--- config.mk ---
export PLATFORM = sky130hd
export DESIGN_NAME = bmp_pixel_stream_decoder
export DESIGN_NICKNAME = d
export VERILOG_FILES = /design/src/sv/bmpd_pkg.sv /design/src/sv/bmpd_cfg.sv /design/src/sv/bmpd_parser.sv /design/src/sv/bmp_pixel_stream_decoder.sv
export SDC_FILE = /design/constraint.sdc
export NUM_CORES = 1
export LEC_CHECK = 0
export BUFFER_PORTS_ARGS = -buffer_cell sky130_fd_sc_hd__clkbuf_2
export CAP_MARGIN = 25
export CORE_MARGIN = 2
export CORE_UTILIZATION = 45
export DETAILED_ROUTE_END_ITERATION = 12
export PLACE_DENSITY_LB_ADDON = 0.15
export SYNTH_ARGS = -nofsm -noshare
export SYNTH_HDL_FRONTEND = slang
export SYNTH_SLANG_ARGS = --single-unit
--- constraint.sdc ---
create_clock -name clk -period 5.47 [get_ports clk]
set_input_delay 0 -clock clk [delete_from_list [all_inputs] [get_ports clk]]
set_output_delay 0 -clock clk [all_outputs]
set_load 0.005 [all_outputs]
--- src/sv/bmpd_pkg.sv ---
`timescale 1ns / 1ps
// bmpd_pkg: shared types and constants of the BMP pixel stream decoder.
// No dependencies.
package bmpd_pkg;

    localparam int BYTE_W  = 8;
    localparam int ORG_W   = 10;
    localparam int SCR_W   = 13;
    localparam int ARGB_W  = 32;
    localparam int KIND_W  = 2;
    localparam int APB_AW  = 3;
    localparam int APB_DW  = 32;

    localparam logic [KIND_W-1:0] KIND_PIXEL     = 2'd0;
    localparam logic [KIND_W-1:0] KIND_BAD_DEPTH = 2'd1;
    localparam logic [KIND_W-1:0] KIND_TOO_LARGE = 2'd2;

    localparam logic REG_X_ORIGIN = 1'b0;
    localparam logic REG_Y_ORIGIN = 1'b1;

    typedef struct packed {
        logic [ORG_W-1:0] x_origin;
        logic [ORG_W-1:0] y_origin;
    } cfg_t;

    typedef struct packed {
        logic [KIND_W-1:0] kind;
        logic [SCR_W-1:0]  screen_x;
        logic [SCR_W-1:0]  screen_y;
        logic [ARGB_W-1:0] argb;
        logic              last_pixel;
    } result_t;

    typedef struct packed {
        logic              step;
        logic [BYTE_W-1:0] file_byte;
        logic              first_byte;
    } step_t;

endpackage

--- src/sv/bmpd_cfg.sv ---
`timescale 1ns / 1ps
// bmpd_cfg: APB register file holding the screen origin.
// Depends on bmpd_pkg.
module bmpd_cfg
(
    input  logic                          clk,
    input  logic                          rst_n,
    input  logic                          psel,
    input  logic                          penable,
    input  logic                          pwrite,
    input  logic [bmpd_pkg::APB_AW-1:0]   paddr,
    input  logic [bmpd_pkg::APB_DW-1:0]   pwdata,
    output logic [bmpd_pkg::APB_DW-1:0]   prdata,
    output logic                          pready,
    output bmpd_pkg::cfg_t                cfg
);
    import bmpd_pkg::*;

    logic [ORG_W-1:0] x_origin_reg;
    logic [ORG_W-1:0] y_origin_reg;
    logic             wr_en;
    logic             reg_sel;

    assign wr_en   = psel && penable && pwrite;
    assign reg_sel = paddr[2];
    assign pready  = 1'b1;

    always_ff @(posedge clk or negedge rst_n)
    begin
        if (!rst_n)
        begin
            x_origin_reg <= '0;
            y_origin_reg <= '0;
        end
        else if (wr_en)
        begin
            if (reg_sel == REG_X_ORIGIN)
                x_origin_reg <= pwdata[ORG_W-1:0];
            else
                y_origin_reg <= pwdata[ORG_W-1:0];
        end
    end

    always_comb
    begin
        if (reg_sel == REG_X_ORIGIN)
            prdata = APB_DW'(x_origin_reg);
        else
            prdata = APB_DW'(y_origin_reg);
    end

    assign cfg.x_origin = x_origin_reg;
    assign cfg.y_origin = y_origin_reg;

endmodule

--- src/sv/bmpd_parser.sv ---
`timescale 1ns / 1ps
// bmpd_parser: header parse, pixel assembly and coordinate generation,
// one file byte per step. Depends on bmpd_pkg.
module bmpd_parser
#(
    parameter int MAX_DIM = 4096
)
(
    input  logic              clk,
    input  logic              rst_n,
    input  bmpd_pkg::cfg_t    cfg,
    input  bmpd_pkg::step_t   req,
    output logic              produce,
    output bmpd_pkg::result_t result
);
    import bmpd_pkg::*;

    localparam int DIM_W = $clog2(MAX_DIM + 2);
    localparam logic [DIM_W-1:0] DIM_SAT = DIM_W'(MAX_DIM + 1);
    localparam logic [31:0] DIM_MAX32 = 32'(MAX_DIM);

    localparam logic [1:0] PH_HEADER = 2'd0;
    localparam logic [1:0] PH_PIXELS = 2'd1;
    localparam logic [1:0] PH_DONE   = 2'd2;

    localparam logic [5:0] OFF_WIDTH  = 6'd21;
    localparam logic [5:0] OFF_HEIGHT = 6'd25;
    localparam logic [5:0] OFF_DEPTH  = 6'd29;
    localparam logic [5:0] OFF_LAST   = 6'd53;
    localparam logic [15:0] DEPTH_24  = 16'd24;
    localparam logic [15:0] DEPTH_32  = 16'd32;

    logic [5:0]       byte_offset_reg, byte_offset_next;
    logic [31:0]      header_shift_reg, header_shift_next;
    logic [DIM_W-1:0] image_width_reg, image_width_next;
    logic             width_negative_reg, width_negative_next;
    logic [DIM_W-1:0] image_height_reg, image_height_next;
    logic             height_negative_reg, height_negative_next;
    logic             four_byte_pixels_reg, four_byte_pixels_next;
    logic [1:0]       pixel_byte_index_reg, pixel_byte_index_next;
    logic [23:0]      pixel_bytes_reg, pixel_bytes_next;
    logic [DIM_W-1:0] column_reg, column_next;
    logic [DIM_W-1:0] row_reg, row_next;
    logic [1:0]       pad_remaining_reg, pad_remaining_next;
    logic [1:0]       phase_reg, phase_next;

    // current state after an optional restart
    logic [1:0]       c_phase;
    logic [5:0]       c_offset;
    logic [31:0]      c_shift;
    logic [31:0]      shift_in;
    logic [31:0]      mag;
    logic [DIM_W-1:0] mag_sat;
    logic [15:0]      depth;
    logic [1:0]       need;
    logic [DIM_W-1:0] col_inc;
    logic [DIM_W-1:0] row_inc;
    logic [1:0]       w3;
    logic [SCR_W-1:0] x_org;
    logic [SCR_W-1:0] y_org;
    logic [SCR_W-1:0] w_ext;
    logic [SCR_W-1:0] h_ext;
    logic [SCR_W-1:0] col_ext;
    logic [SCR_W-1:0] row_ext;

    assign c_phase  = req.first_byte ? PH_HEADER : phase_reg;
    assign c_offset = req.first_byte ? 6'd0 : byte_offset_reg;
    assign c_shift  = req.first_byte ? 32'd0 : header_shift_reg;
    assign shift_in = {req.file_byte, c_shift[31:8]};
    assign depth    = shift_in[31:16];

    always_comb
    begin
        mag = shift_in[31] ? (32'd0 - shift_in) : shift_in;
        if (mag > DIM_MAX32)
            mag_sat = DIM_SAT;
        else
            mag_sat = mag[DIM_W-1:0];
    end

    assign need    = four_byte_pixels_reg ? 2'd3 : 2'd2;
    assign col_inc = column_reg + DIM_W'(1);
    assign row_inc = row_reg + DIM_W'(1);
    assign w3      = image_width_reg[1:0] + {image_width_reg[0], 1'b0};
    assign x_org   = SCR_W'(cfg.x_origin);
    assign y_org   = SCR_W'(cfg.y_origin);
    assign w_ext   = SCR_W'(image_width_reg);
    assign h_ext   = SCR_W'(image_height_reg);
    assign col_ext = SCR_W'(column_reg);
    assign row_ext = SCR_W'(row_reg);

    always_comb
    begin
        byte_offset_next      = c_offset;
        header_shift_next     = c_shift;
        image_width_next      = req.first_byte ? '0 : image_width_reg;
        width_negative_next   = req.first_byte ? 1'b0 : width_negative_reg;
        image_height_next     = req.first_byte ? '0 : image_height_reg;
        height_negative_next  = req.first_byte ? 1'b0 : height_negative_reg;
        four_byte_pixels_next = req.first_byte ? 1'b0 : four_byte_pixels_reg;
        pixel_byte_index_next = req.first_byte ? 2'd0 : pixel_byte_index_reg;
        pixel_bytes_next      = req.first_byte ? 24'd0 : pixel_bytes_reg;
        column_next           = req.first_byte ? '0 : column_reg;
        row_next              = req.first_byte ? '0 : row_reg;
        pad_remaining_next    = req.first_byte ? 2'd0 : pad_remaining_reg;
        phase_next            = c_phase;
        produce               = 1'b0;
        result                = '0;

        case (c_phase)
            PH_HEADER:
            begin
                header_shift_next = shift_in;
                if (c_offset == OFF_WIDTH)
                begin
                    image_width_next    = mag_sat;
                    width_negative_next = shift_in[31];
                end
                else if (c_offset == OFF_HEIGHT)
                begin
                    image_height_next    = mag_sat;
                    height_negative_next = shift_in[31];
                end
                if (c_offset == OFF_DEPTH && depth != DEPTH_24 && depth != DEPTH_32)
                begin
                    phase_next  = PH_DONE;
                    produce     = 1'b1;
                    result.kind = KIND_BAD_DEPTH;
                end
                else if (c_offset == OFF_DEPTH &&
                         (image_width_reg > DIM_W'(MAX_DIM) ||
                          image_height_reg > DIM_W'(MAX_DIM)))
                begin
                    four_byte_pixels_next = (depth == DEPTH_32);
                    phase_next  = PH_DONE;
                    produce     = 1'b1;
                    result.kind = KIND_TOO_LARGE;
                end
                else
                begin
                    if (c_offset == OFF_DEPTH)
                        four_byte_pixels_next = (depth == DEPTH_32);
                    if (c_offset >= OFF_LAST)
                    begin
                        phase_next = (image_width_reg == '0 || image_height_reg == '0) ?
                                     PH_DONE : PH_PIXELS;
                        column_next           = '0;
                        row_next              = '0;
                        pixel_byte_index_next = 2'd0;
                        pixel_bytes_next      = 24'd0;
                        pad_remaining_next    = 2'd0;
                    end
                    else
                    begin
                        byte_offset_next = c_offset + 6'd1;
                    end
                end
            end
            PH_PIXELS:
            begin
                if (pad_remaining_reg != 2'd0)
                begin
                    pad_remaining_next = pad_remaining_reg - 2'd1;
                end
                else if (pixel_byte_index_reg < need)
                begin
                    case (pixel_byte_index_reg)
                        2'd0:    pixel_bytes_next[7:0]   = req.file_byte;
                        2'd1:    pixel_bytes_next[15:8]  = req.file_byte;
                        default: pixel_bytes_next[23:16] = req.file_byte;
                    endcase
                    pixel_byte_index_next = pixel_byte_index_reg + 2'd1;
                end
                else
                begin
                    produce = 1'b1;
                    result.kind = KIND_PIXEL;
                    if (four_byte_pixels_reg)
                        result.argb = {req.file_byte, pixel_bytes_reg};
                    else
                        result.argb = {8'd0, req.file_byte, pixel_bytes_reg[15:0]};
                    result.screen_x = width_negative_reg ?
                                      (x_org + w_ext - SCR_W'(1) - col_ext) :
                                      (x_org + col_ext);
                    result.screen_y = height_negative_reg ?
                                      (y_org + row_ext) :
                                      (y_org + h_ext - SCR_W'(1) - row_ext);
                    result.last_pixel = (col_inc == image_width_reg) &&
                                        (row_inc == image_height_reg);
                    pixel_byte_index_next = 2'd0;
                    pixel_bytes_next      = 24'd0;
                    if (col_inc >= image_width_reg)
                    begin
                        column_next = '0;
                        row_next    = row_inc;
                        if (row_inc >= image_height_reg)
                            phase_next = PH_DONE;
                        else if (!four_byte_pixels_reg)
                            pad_remaining_next = 2'd0 - w3;
                    end
                    else
                    begin
                        column_next = col_inc;
                    end
                end
            end
            default:
            begin
                phase_next = c_phase;
            end
        endcase
    end

    always_ff @(posedge clk or negedge rst_n)
    begin
        if (!rst_n)
        begin
            byte_offset_reg      <= '0;
            header_shift_reg     <= '0;
            image_width_reg      <= '0;
            width_negative_reg   <= 1'b0;
            image_height_reg     <= '0;
            height_negative_reg  <= 1'b0;
            four_byte_pixels_reg <= 1'b0;
            pixel_byte_index_reg <= '0;
            pixel_bytes_reg      <= '0;
            column_reg           <= '0;
            row_reg              <= '0;
            pad_remaining_reg    <= '0;
            phase_reg            <= PH_HEADER;
        end
        else if (req.step)
        begin
            byte_offset_reg      <= byte_offset_next;
            header_shift_reg     <= header_shift_next;
            image_width_reg      <= image_width_next;
            width_negative_reg   <= width_negative_next;
            image_height_reg     <= image_height_next;
            height_negative_reg  <= height_negative_next;
            four_byte_pixels_reg <= four_byte_pixels_next;
            pixel_byte_index_reg <= pixel_byte_index_next;
            pixel_bytes_reg      <= pixel_bytes_next;
            column_reg           <= column_next;
            row_reg              <= row_next;
            pad_remaining_reg    <= pad_remaining_next;
            phase_reg            <= phase_next;
        end
    end

endmodule

--- src/sv/bmp_pixel_stream_decoder.sv ---
`timescale 1ns / 1ps
// bmp_pixel_stream_decoder: top level with input and result registers.
// Depends on bmpd_pkg, bmpd_cfg and bmpd_parser.
//
// Decodes a 24- or 32-bit BMP file fed one byte per request, first_byte
// marking offset zero. Each pixel request yields an ARGB word and its screen
// coordinate (origin from the APB registers, flipped by the header signs);
// a bad depth or an image larger than MAX_DIM yields one error result on
// header byte 29. A byte passes through the input register and then through
// the parser into the result register. One byte is accepted per cycle,
// sustained, while the output side keeps up; the input register can take a
// new byte while a result waits downstream if the byte it holds yields no result.
module bmp_pixel_stream_decoder
#(
    parameter int MAX_DIM = 4096
)
(
    input  logic                          clk,
    input  logic                          rst_n,
    input  logic                          psel,
    input  logic                          penable,
    input  logic                          pwrite,
    input  logic [bmpd_pkg::APB_AW-1:0]   paddr,
    input  logic [bmpd_pkg::APB_DW-1:0]   pwdata,
    output logic [bmpd_pkg::APB_DW-1:0]   prdata,
    output logic                          pready,
    input  logic                          in_valid,
    output logic                          in_ready,
    input  logic [bmpd_pkg::BYTE_W-1:0]   file_byte,
    input  logic                          first_byte,
    output logic                          out_valid,
    input  logic                          out_ready,
    output logic [bmpd_pkg::KIND_W-1:0]   kind,
    output logic [bmpd_pkg::SCR_W-1:0]    screen_x,
    output logic [bmpd_pkg::SCR_W-1:0]    screen_y,
    output logic [bmpd_pkg::ARGB_W-1:0]   argb,
    output logic                          last_pixel
);
    import bmpd_pkg::*;

    cfg_t              cfg;
    step_t             req;
    result_t           result;
    logic              produce;
    logic              advance;
    logic              ib_valid_reg, ib_valid_next;
    logic [BYTE_W-1:0] ib_byte_reg;
    logic              ib_first_reg;
    logic              ob_valid_reg, ob_valid_next;
    result_t           ob_reg;

    bmpd_cfg u_cfg
    (
        .clk     (clk),
        .rst_n   (rst_n),
        .psel    (psel),
        .penable (penable),
        .pwrite  (pwrite),
        .paddr   (paddr),
        .pwdata  (pwdata),
        .prdata  (prdata),
        .pready  (pready),
        .cfg     (cfg)
    );

    assign advance = ib_valid_reg && (!produce || !ob_valid_reg || out_ready);
    assign in_ready = !ib_valid_reg || advance;

    assign req.step       = advance;
    assign req.file_byte  = ib_byte_reg;
    assign req.first_byte = ib_first_reg;

    bmpd_parser #(.MAX_DIM(MAX_DIM)) u_parser
    (
        .clk     (clk),
        .rst_n   (rst_n),
        .cfg     (cfg),
        .req     (req),
        .produce (produce),
        .result  (result)
    );

    always_comb
    begin
        ib_valid_next = ib_valid_reg;
        if (in_valid && in_ready)
            ib_valid_next = 1'b1;
        else if (advance)
            ib_valid_next = 1'b0;

        ob_valid_next = ob_valid_reg;
        if (advance && produce)
            ob_valid_next = 1'b1;
        else if (out_ready)
            ob_valid_next = 1'b0;
    end

    always_ff @(posedge clk or negedge rst_n)
    begin
        if (!rst_n)
        begin
            ib_valid_reg <= 1'b0;
            ob_valid_reg <= 1'b0;
        end
        else
        begin
            ib_valid_reg <= ib_valid_next;
            ob_valid_reg <= ob_valid_next;
        end
    end

    always_ff @(posedge clk)
    begin
        if (in_valid && in_ready)
        begin
            ib_byte_reg  <= file_byte;
            ib_first_reg <= first_byte;
        end
        if (advance && produce)
            ob_reg <= result;
    end

    assign out_valid  = ob_valid_reg;
    assign kind       = ob_reg.kind;
    assign screen_x   = ob_reg.screen_x;
    assign screen_y   = ob_reg.screen_y;
    assign argb       = ob_reg.argb;
    assign last_pixel = ob_reg.last_pixel;

endmodule
# Word level (Yosys, flattened, before mapping)

Index checks and enable logic that the tools add are counted.

Register bits after elaboration: 207
Latch bits: 0
Bits in writable memories: 0
Bits in read-only memories: 0
Input port bits: 51
Output and inout bits: 96
Memories: 0

$add $sub $neg: 16
Multiply operators: 0
Div/mod/pow operators: 0
$lt $le $gt $ge: 7
Equality and inequality tests: 10
Shifts and indexed selects: 0
Mux-type cells: 100
Bitwise logic cells: 3
Reductions and logical operators: 29

Operators with widths:

| operator                                                                 | count |
|---|---|
| 13-bit two-way mux                                                       | 24 |
| 24-bit two-way mux                                                       | 6 |
| 32-bit two-way mux                                                       | 4 |
| 61-bit two-way mux                                                       | 1 |
| 59-bit two-way mux                                                       | 1 |
| 10-bit by 13-bit adder with 13-bit output                                | 4 |
| 2-bit two-way mux                                                        | 26 |
| 13-bit one-hot mux with 2 select lines                                   | 2 |
| 24-bit one-hot mux with 2 select lines                                   | 1 |
| 32-bit by 13-bit > comparator with 1-bit output, second input constant   | 1 |
| 1-bit by 32-bit subtractor with 32-bit output, first input constant      | 1 |
| 6-bit two-way mux                                                        | 5 |
| 13-bit by 1-bit adder with 13-bit output, second input constant          | 2 |
| 13-bit == test                                                           | 2 |
| 13-bit >= comparator                                                     | 2 |
| 13-bit > comparator, second input constant                               | 2 |
| 13-bit logical NOT                                                       | 2 |
| 13-bit by 1-bit subtractor with 13-bit output, second input constant     | 2 |
| 13-bit subtractor                                                        | 2 |
| 8-bit two-way mux                                                        | 3 |
| 1-bit two-way mux                                                        | 21 |
| 6-bit by 5-bit == test with 1-bit output, second input constant          | 3 |
| 16-bit by 6-bit == test with 1-bit output, second input constant         | 1 |
| 16-bit by 5-bit inequality test with 1-bit output, second input constant | 1 |
| 22 further kinds                                                         | 46 |

# Logic depth before layout (Yosys ltp)

Gate-level depths: netlist (run 1).

Depth after elaboration: 13
Depth in mapped cells: 16
Depth with buffers taken out: 14

# Modules after synthesis

From an unflattened synthesis (run 1), not the netlist that was laid out.

Cells, all modules: 1443
Area, all modules: 14099.8 um2

By module, submodules not included:

| module                   | instances | cells an instance | area each (um2) | sequential area each (um2) |
|---|---|---|---|---|
| bmpd_parser              | 1         | 1284              | 10796.6         | 2877.8 |
| bmp_pixel_stream_decoder | 1         | 80                | 2209.6          | 2152.1 |
| bmpd_cfg                 | 1         | 79                | 1093.5          | 500.5 |

# Worst setup path after synthesis (run 1)

Ideal clock, no wire load.

Path type: flip-flop to flip-flop
Start point: register ib_first_reg
End point: register ob_reg, in the netlist argb[0] (enable)
Setup time: 0.480 ns
Arrival: 5.253 ns
Required time: 4.990 ns
Path slack: -0.263 ns
Stages on the path, launching flop included: 14
Buffers on the path: 5
Period minus slack after synthesis: 5.733 ns
Cell sequence: edfxtp_1 > clkbuf_1 > inv_1 > clkbuf_1 > clkbuf_1 > nand2_1 > ha_1 > and3b_1 > nand4_1 > o21a_1 > o21ai_4 > clkbuf_1 > clkbuf_1 > nor2_1

Cells in the longest elaborated chain, start to end: 11

Ends and longest elaborated chain:

| item                                                                                                                 | line                                   | source |
|---|---|---|
| start: declaration                                                                                                   | bmp_pixel_stream_decoder.sv:48         | `logic ib_first_reg;` |
| start signal: assignment                                                                                             | bmp_pixel_stream_decoder.sv:117        | `ib_first_reg <= first_byte;` |
| 32-bit two-way mux / 6-bit two-way mux (equally long branches)                                                       | bmpd_parser.sv:68, bmpd_parser.sv:67   |  |
| 16-bit by 5-bit inequality test with 1-bit output / 6-bit by 5-bit == test with 1-bit output (equally long branches) | bmpd_parser.sv:124, bmpd_parser.sv:130 |  |
| 1-bit logical AND (on tied branches)                                                                                 | bmpd_parser.sv:124, bmpd_parser.sv:130 |  |
| 1-bit logical AND / 1-bit two-way mux (equally long branches)                                                        | bmpd_parser.sv:124, bmpd_parser.sv:130 |  |
| 1-bit two-way mux                                                                                                    | bmpd_parser.sv:124                     | `if (c_offset == OFF_DEPTH && depth != DEPTH_24 && depth != DEPTH_32)` |
| 1-bit one-hot mux with 2 select lines (*)                                                                            | bmpd_parser.sv:110                     | `case (c_phase)` |
| 1-bit logical NOT                                                                                                    | bmp_pixel_stream_decoder.sv:66         | `assign advance = ib_valid_reg && (!produce \|\| !ob_valid_reg \|\| out_ready);` |
| 1-bit logical OR (2 in series)                                                                                       | bmp_pixel_stream_decoder.sv:66         |  |
| 1-bit logical AND                                                                                                    | bmp_pixel_stream_decoder.sv:66         |  |
| 1-bit logical AND (*)                                                                                                | bmp_pixel_stream_decoder.sv:119        | `if (advance && produce)` |
| end signal: assignment                                                                                               | bmp_pixel_stream_decoder.sv:120        | `ob_reg <= result;` |
| end: declaration                                                                                                     | bmp_pixel_stream_decoder.sv:50         | `result_t ob_reg;` |

Every way passes the cells marked *; elsewhere a longest branch is shown, timed or not. The select of a mux whose other input is x is not followed.
A chain may end at the register's enable or synchronous reset.

# Worst setup path after layout (run 1)

Start point: register u_parser.column_reg[1] (netlist: u_parser.col_ext[1])
End point: register u_parser.row_reg[8] (netlist: u_parser.row_ext[8])

Cells in the longest elaborated chain, start to end: 6

Ends and longest elaborated chain:

| item                                     | line               | source |
|---|---|---|
| start: declaration                       | bmpd_parser.sv:42  | `logic [DIM_W-1:0] column_reg, column_next;` |
| start signal: assignment                 | bmpd_parser.sv:243 | `column_reg <= column_next;` |
| 13-bit by 1-bit adder with 13-bit output | bmpd_parser.sv:82  | `assign col_inc = column_reg + DIM_W'(1);` |
| 13-bit >= comparator                     | bmpd_parser.sv:192 | `if (col_inc >= image_width_reg)` |
| 13-bit two-way mux                       | bmpd_parser.sv:192 |  |
| 13-bit two-way mux                       | bmpd_parser.sv:165 | `else if (pixel_byte_index_reg < need)` |
| 13-bit two-way mux                       | bmpd_parser.sv:161 | `if (pad_remaining_reg != 2'd0)` |
| 13-bit one-hot mux with 2 select lines   | bmpd_parser.sv:110 |  |
| end signal: assignment                   | bmpd_parser.sv:244 | `row_reg <= row_next;` |
| end: declaration                         | bmpd_parser.sv:43  | `logic [DIM_W-1:0] row_reg, row_next;` |

Every way passes these cells.

==> results_dict.tcl, run 1 <==
set metrics [dict create \
    syn-mean-instance-area_um2 9.52 \
    run_status "finished clean" \
    layout_min_cycle_time_ns 4.38 \
    htreeDepth 1 \
    cts_tree "done" \
    cts_resized 0 \
    synth.lib_cells_used.distinct 83 \
    io_pins 147 \
    number_of_cell_rows 64 \
    ctsRootBufferMaster "sky130_fd_sc_hd__clkbuf_16" \
    finish.net_count 1749 \
    postSynth.topFlopCell "sky130_fd_sc_hd__dfrtp_1" \
    drc 0 \
    tns_ns 0 \
    use_met3 0.0274 \
    globalRouteTotalUtil 0.230 \
    timing.fmax_mhz 228 \
    ff2ff_setup_slack_ns 1.09 \
    static-leakage-power_nw 6.74 \
    multiInputGateArea_um2 7700 \
    clkSlewWorstSetupHoldPaths_ns 0.06 \
    clk_latency_ns 0.55 \
    grt_use_met2 0.387 \
    n_fill_cell 2895 \
    period_utilisation_layout 0.801 \
    async_flop_share 0.662 \
    antenna_found_initial 0 \
    setup_violations 0 \
    syn_to_final_growth_pct 12.9 \
    detailedPlace.worstSlack_ns 1.07 \
    yosys_warnings 0 \
    critical_path.max_fanout 9 \
    cap_violations 0 \
    clkSinkCount 207 \
    first_iter_violations 805 \
    cellPowerDensity_nw_per_um2 290 \
    worst_hold_path_class "primary input to async pin" \
    finalHoldViolCount 0 \
    setup.worst_path.end_class "register" \
    antenna-diode-count 0 \
    use_met1 0.313 \
    die_area_um2 32800 \
    dr_vias_cell 5.70 \
    drive_gt1_frac 0.139 \
    worst_r2r_path_depth 15 \
    largest_net_degree_at_the_start_of_global_routing 80 \
    grt_pass1_wl_mm 60.7 \
    synth_area_um2 14100 \
    detailedPlacementHpwl_mm 27.2 \
    reg2reg_to "u_parser.row_ext[8]" \
    finalMaxSlewViolations 0 \
    dieHeight_um 181 \
    synth-edff-count 70 \
    post_cts.repair.setup_buffers 0 \
    postLayoutSetupSlackWorst_ns 1.09 \
    syn_inst 1484 \
    via_count 11300 \
    critical_path_arrival_ns 4.86 \
    tightest_slew_ns 0.902 \
    yosysSeqAreaShare 0.391 \
    detailed_routing_iteration_count_for_the_pre_antenna_repair_pass 6 \
    synth-seq-cells 207 \
    final_antenna_net_count 0 \
    io_buffers 99 \
    unrepaired_setup_endpoints_after_global_routing "no" \
    design.core.area_um2 30700 \
    clk_path_buf_depth 3 \
    largest_reg_flops 32 \
    p_total_mw 4.63 \
    vdd.ir_drop.worst_mv 0.221 \
    initial_utilization 0.460 \
    grt_busiest_layer "met2" \
    fin_hold_ws_ns 0.0817 \
    vias_in_the_first_global_route 11100 \
    timing.clock.skew_ns 0.0249 \
    timing.rr.start "u_parser.col_ext[1]" \
    gp_congestion 0.911 \
    timing.setup.critical_path_class "register to register" \
    detail_route.wirelength_mm 37.7 \
    startpoint_type "register" \
    cts_buffers 26 \
    required_ns 5.95 \
    slew_headroom 0.397 \
    grt_overflow 0 \
    total_area_of_sequential_cells_um2 5530 \
    floorplan.die.width_um 181 \
    wl_per_cell_um 19.0 \
]
placed cells by master, fill, tap and decap left out, types with 48 or more instances in the layout:
master and count:
sky130_fd_sc_hd__nand2_1 100, sky130_fd_sc_hd__inv_1 135, sky130_fd_sc_hd__clkbuf_2 99, sky130_fd_sc_hd__nor2_1 129
sky130_fd_sc_hd__xnor2_1 48, sky130_fd_sc_hd__dfrtp_1 137, sky130_fd_sc_hd__o21ai_0 85, sky130_fd_sc_hd__a21oi_1 63
sky130_fd_sc_hd__edfxtp_1 70, sky130_fd_sc_hd__ha_1 101
worst max-delay path, cell delays in order, from the launching register on:
cell,delay (ns)
sky130_fd_sc_hd__dfrtp_1,0.50
sky130_fd_sc_hd__ha_1,0.29
sky130_fd_sc_hd__nand3_1,0.19
sky130_fd_sc_hd__nor4_1,0.63
sky130_fd_sc_hd__and3_1,0.35
sky130_fd_sc_hd__nand3_1,0.12
sky130_fd_sc_hd__xnor2_1,0.16
sky130_fd_sc_hd__ha_1,0.31
sky130_fd_sc_hd__nand4_1,0.12
sky130_fd_sc_hd__nor2_1,0.24
sky130_fd_sc_hd__o41ai_1,0.14
sky130_fd_sc_hd__buf_4,0.17
sky130_fd_sc_hd__a21o_1,0.25
sky130_fd_sc_hd__nor3_2,0.54
sky130_fd_sc_hd__and3_1,0.24
sky130_fd_sc_hd__a21o_1,0.08
report_power, final:
part | switching [mW] | internal (mW) | leakage [nW] | total [mW]
Sequential | 0.140 | 1.66 | 2.35 | 1.80
Combinational | 0.606 | 0.470 | 3.97 | 1.08
Clock | 0.697 | 1.05 | 0.425 | 1.75
Total | 1.44 | 3.18 | 6.74 | 4.63
layer usage:
layer | part of all wire | vias to the layer above
met2 | 0.48 | 286
met5 | 0 | -
met4 | 0.027 | 0
met3 | 0.041 | 57
li1 | - | 5416
met1 | 0.45 | 5579
stage by stage:
stage          utilization  cells  area (µm²)
2_1_floorplan            -   1505       14200
3_3_place_gp         0.483   1918       14900
3_5_place_dp         0.483   1918       14900
4_1_cts              0.519   1987       16000
5_1_grt              0.519   1988       16000
6_report             0.519   1988       16000
how the worst max path moves through the flow:
stage	start	endpoint	slack (ns)	cells after the start
2_1_floorplan	ib_first_reg	argb[0]	0.74	13
3_3_place_gp	u_parser.col_ext[1]	u_parser.row_ext[8]	1.18	15
3_5_place_dp	u_parser.col_ext[1]	u_parser.row_ext[8]	1.07	15
4_1_cts	u_parser.col_ext[1]	u_parser.row_ext[8]	1.05	15
5_1_grt	u_parser.col_ext[1]	u_parser.row_ext[11]	0.62	15
6_report	u_parser.col_ext[1]	u_parser.row_ext[8]	1.09	15
kinds of logic after synthesis:
group	count (synthesis)	synth area share
DFF	207	0.391
buffers and inverters	233	0.0701
adders and majority gates	125	0.123
muxes	49	0.0375
other	2	0.000531
xor gates and xnor gates	64	0.0397
and+or+nand+nor	450	0.162
AOI/OAI and AO/OA	354	0.175
synth_stat cells, types with 19 or more instances:
| master | n | share of area |
|---|---|---|
| sky130_fd_sc_hd__nand3_1 | 31 | 0.011 |
| sky130_fd_sc_hd__xnor2_1 | 48 | 0.030 |
| sky130_fd_sc_hd__nand2b_1 | 20 | 0.0089 |
| sky130_fd_sc_hd__fa_1 | 24 | 0.034 |
| sky130_fd_sc_hd__a22o_1 | 36 | 0.022 |
| sky130_fd_sc_hd__a21o_1 | 22 | 0.012 |
| sky130_fd_sc_hd__clkbuf_1 | 56 | 0.015 |
| sky130_fd_sc_hd__and2_1 | 28 | 0.012 |
| sky130_fd_sc_hd__nor3_1 | 34 | 0.012 |
| sky130_fd_sc_hd__a21oi_1 | 63 | 0.022 |
| sky130_fd_sc_hd__nand2_1 | 100 | 0.027 |
| sky130_fd_sc_hd__a32o_1 | 21 | 0.015 |
| sky130_fd_sc_hd__and3_1 | 19 | 0.0084 |
| sky130_fd_sc_hd__edfxtp_1 | 70 | 0.15 |
| sky130_fd_sc_hd__nor2_1 | 130 | 0.035 |
| sky130_fd_sc_hd__inv_1 | 135 | 0.036 |
| sky130_fd_sc_hd__buf_4 | 23 | 0.012 |
| sky130_fd_sc_hd__ha_1 | 101 | 0.089 |
| sky130_fd_sc_hd__dfrtp_1 | 137 | 0.24 |
| sky130_fd_sc_hd__o21ai_0 | 85 | 0.030 |
| sky130_fd_sc_hd__mux2_2 | 31 | 0.025 |
final cells by class:
| class | count | share of cell area |
|---|---|---|
| Multi-Input combinational cell | 1065 | 0.482 |
| Sequential cell | 207 | 0.347 |
| Timing Repair Buffer | 137 | 0.0534 |
| Clock buffer | 37 | 0.0472 |
| Inverter | 136 | 0.0320 |
| Tap cell | 396 | 0.0311 |
| Clock inverter | 10 | 0.00729 |
timing repair:
action,CTS,global route
endpoints found under the hold margin,109,0
hold buffers,22,0
endpoints found under the setup margin,0,0
Power figures use the tool's default switching activity.
==> run 2: changes to the inputs <==
==> constraint.sdc (replaced) <==
create_clock -name clk -period 4 [get_ports clk]
set_input_delay 0 -clock clk [delete_from_list [all_inputs] [get_ports clk]]
set_output_delay 0 -clock clk [all_outputs]
set_load 0.005 [all_outputs]
==> run 2 against run 1 <==
Clock skew down 0.012 ns. Final cell count up 1.1%. Core utilization increased by 0.67 points. Register-to-register slack worse by 0.73 ns. Die area unchanged. Via count rose by 0.55%. Non-clock buffer count increased by 24. Clock power rose by 37%. Critical path depth unchanged. Global-route usage shrank 0.16 points. Final area grew 1.3%. Flip-flop and latch count is the same.
==> results_dict.tcl, run 2 (synthesis results as in run 1) <==
set metrics [dict create \
    ff2ff_setup_slack_ns 0.36 \
    floorplan.die.width_um 181 \
    clk_latency_ns 0.52 \
    timing.rr.start "u_parser.col_ext[0]" \
    timing.fmax_mhz 275 \
    period_utilisation_layout 0.910 \
    slew_headroom 0.354 \
    critical_path.max_fanout 13 \
    cts_buffers 25 \
    largest_net_degree_at_the_start_of_global_routing 53 \
    setup_violations 0 \
    setup.worst_path.end_class "register" \
    p_total_mw 6.34 \
    finalHoldViolCount 0 \
    startpoint_type "register" \
    drive_gt1_frac 0.154 \
    grt_pass1_wl_mm 60.5 \
    critical_path_s_top_delay_family "simple AND/OR/NAND/NOR gates" \
    vias_in_the_first_global_route 11200 \
    layout_min_cycle_time_ns 3.64 \
    required_ns 4.40 \
    timing.setup.critical_path_class "register to register" \
    dr_vias_cell 5.67 \
    tightest_slew_ns 0.957 \
    number_of_cell_rows 64 \
    worst_hold_path_class "primary input to async pin" \
    cap_violations 0 \
    vdd.ir_drop.worst_mv 0.364 \
    io_buffers 99 \
    design.core.area_um2 30700 \
    die_area_um2 32800 \
    wl_per_cell_um 18.7 \
    timing.clock.skew_ns 0.0132 \
    mostFrequentLayoutCell "sky130_fd_sc_hd__dfrtp_1" \
    worst_r2r_path_depth 15 \
    first_iter_violations 743 \
    largest_reg_flops 32 \
    static-leakage-power_nw 6.88 \
    antenna-diode-count 0 \
    cellPowerDensity_nw_per_um2 393 \
    critical_path_arrival_ns 4.04 \
    detailedPlacementHpwl_mm 27.8 \
    via_count 11400 \
    reg2reg_to "u_parser.row_ext[8]" \
    syn_to_final_growth_pct 14.4 \
    cts_tree "done" \
    htreeDepth 1 \
    final_antenna_net_count 0 \
    finish.net_count 1772 \
    initial_utilization 0.460 \
    detailed_routing_iteration_count_for_the_pre_antenna_repair_pass 6 \
    gp_congestion 0.883 \
    grt_overflow 0 \
    io_pins 147 \
    detail_route.wirelength_mm 37.6 \
    ctsRootBufferMaster "sky130_fd_sc_hd__clkbuf_16" \
    crit_path_top_delay_cell "sky130_fd_sc_hd__dfrtp_1" \
    drc 0 \
    path_cells "ha_1 -> nand3_1 -> nor4_2 -> and3_1 -> nand3_1 -> xnor2_1 -> ha_1 -> nand4_1 -> nor2_1 -> o41ai_1 -> a21oi_1 -> o21ai_0 -> buf_4 -> o21bai_1 -> a21o_1" \
    most-common-layout-cells "sky130_fd_sc_hd__dfrtp_1 (137), sky130_fd_sc_hd__inv_1 (135), sky130_fd_sc_hd__nor2_1 (129)" \
    unrepaired_setup_endpoints_after_global_routing "no" \
    antenna_found_initial 0 \
    critical-path-max-stage-delay_ns 0.35 \
    clkSlewWorstSetupHoldPaths_ns 0.06 \
    clk_path_buf_depth 3 \
    finalMaxSlewViolations 0 \
    dieHeight_um 181 \
    run_status "finished clean" \
    clkSinkCount 207 \
    tns_ns 0 \
    crit_buf_inv 1 \
    globalRouteTotalUtil 0.228 \
]
[run 2: cell count changes in the layout (fill, tap and decap cells not counted), moves of 2 or more]
| cell | change |
|---|---|
| sky130_fd_sc_hd__clkbuf_1 | -3 |
| sky130_fd_sc_hd__bufinv_16 | +2 |
| sky130_fd_sc_hd__buf_4 | +23 |
| sky130_fd_sc_hd__buf_12 | +2 |
| sky130_fd_sc_hd__clkinv_2 | +3 |
| sky130_fd_sc_hd__inv_4 | +2 |
| sky130_fd_sc_hd__clkbuf_8 | -3 |
[run 2: power breakdown]
group | internal [mW] | total, mW | switching [mW]
registers | 2.27 | 2.44 | 0.168
logic | 0.665 | 1.52 | 0.852
clock network | 1.46 | 2.39 | 0.925
total | 4.40 | 6.34 | 1.94
[run 2: worst max-delay path by stage]
| stage | to | cells past startpoint | startpoint |
|---|---|---|---|
| global placement | u_parser.header_shift_reg[27] | 7 | ib_byte_reg[7] |
| detailed placement | u_parser.row_ext[8] | 15 | u_parser.col_ext[0] |
| global route | u_parser.col_ext[2] | 11 | ib_first_reg |
| finish | u_parser.row_ext[8] | 15 | u_parser.col_ext[0] |
| floorplan | argb[0] | 9 | ib_byte_reg[1] |
| CTS | u_parser.row_ext[8] | 15 | u_parser.col_ext[0] |
[run 2: metal layers]
metal,GRT usage,routed length (µm)
met1,0.313,17000
met2,0.376,17600
met3,0.0260,1630
met4,0.0787,1340
met5,0,0
[run 2: cell type report]
type	instances	area [µm²]
Clock buffer	30	676
Clock inverter	15	185
Fill cell	2871	14600
Inverter	136	510
Tap cell	396	495
Timing Repair Buffer	161	1060
Multi-Input combinational cell	1065	7700
Sequential cell	207	5530
[run 2: timing repair]
action                                  CTS  global route
endpoints found under the setup margin    0             1
resized for setup                         0             1
endpoints found under the hold margin    92             0
hold buffers                             22             0
setup buffers                             0             0
[run 2: worst register-to-register path, delay by kind of cell, from the launching register on]
| kind | cells | cell delay (ns) |
|---|---|---|
| AND/OR/NAND/NOR | 6 | 1.23 |
| AO/OA/AOI/OAI | 5 | 1.02 |
| adder cells (fa/ha/maj) | 2 | 0.54 |
| flip-flops | 1 | 0.35 |
| buffers and inverters | 1 | 0.24 |
| XOR/XNOR | 1 | 0.16 |
[run 2: stage by stage]
step | cell area [µm²] | std cells | setup slack (ns) | hold WS, ns | utilization
final | 16200 | 2010 | 0.361 | 0.00140 | 0.526
after global routing | 16200 | 2010 | 0.0200 | 0.0388 | 0.526
after CTS | 16200 | 2010 | 0.291 | 0.00898 | 0.525
after detailed placement | 15100 | 1943 | 0.301 | -0.00852 | 0.490
after global placement | 15100 | 1943 | 0.318 | -0.0125 | 0.490
after floorplan | 14200 | 1505 | 0.00488 | -0.296 | -
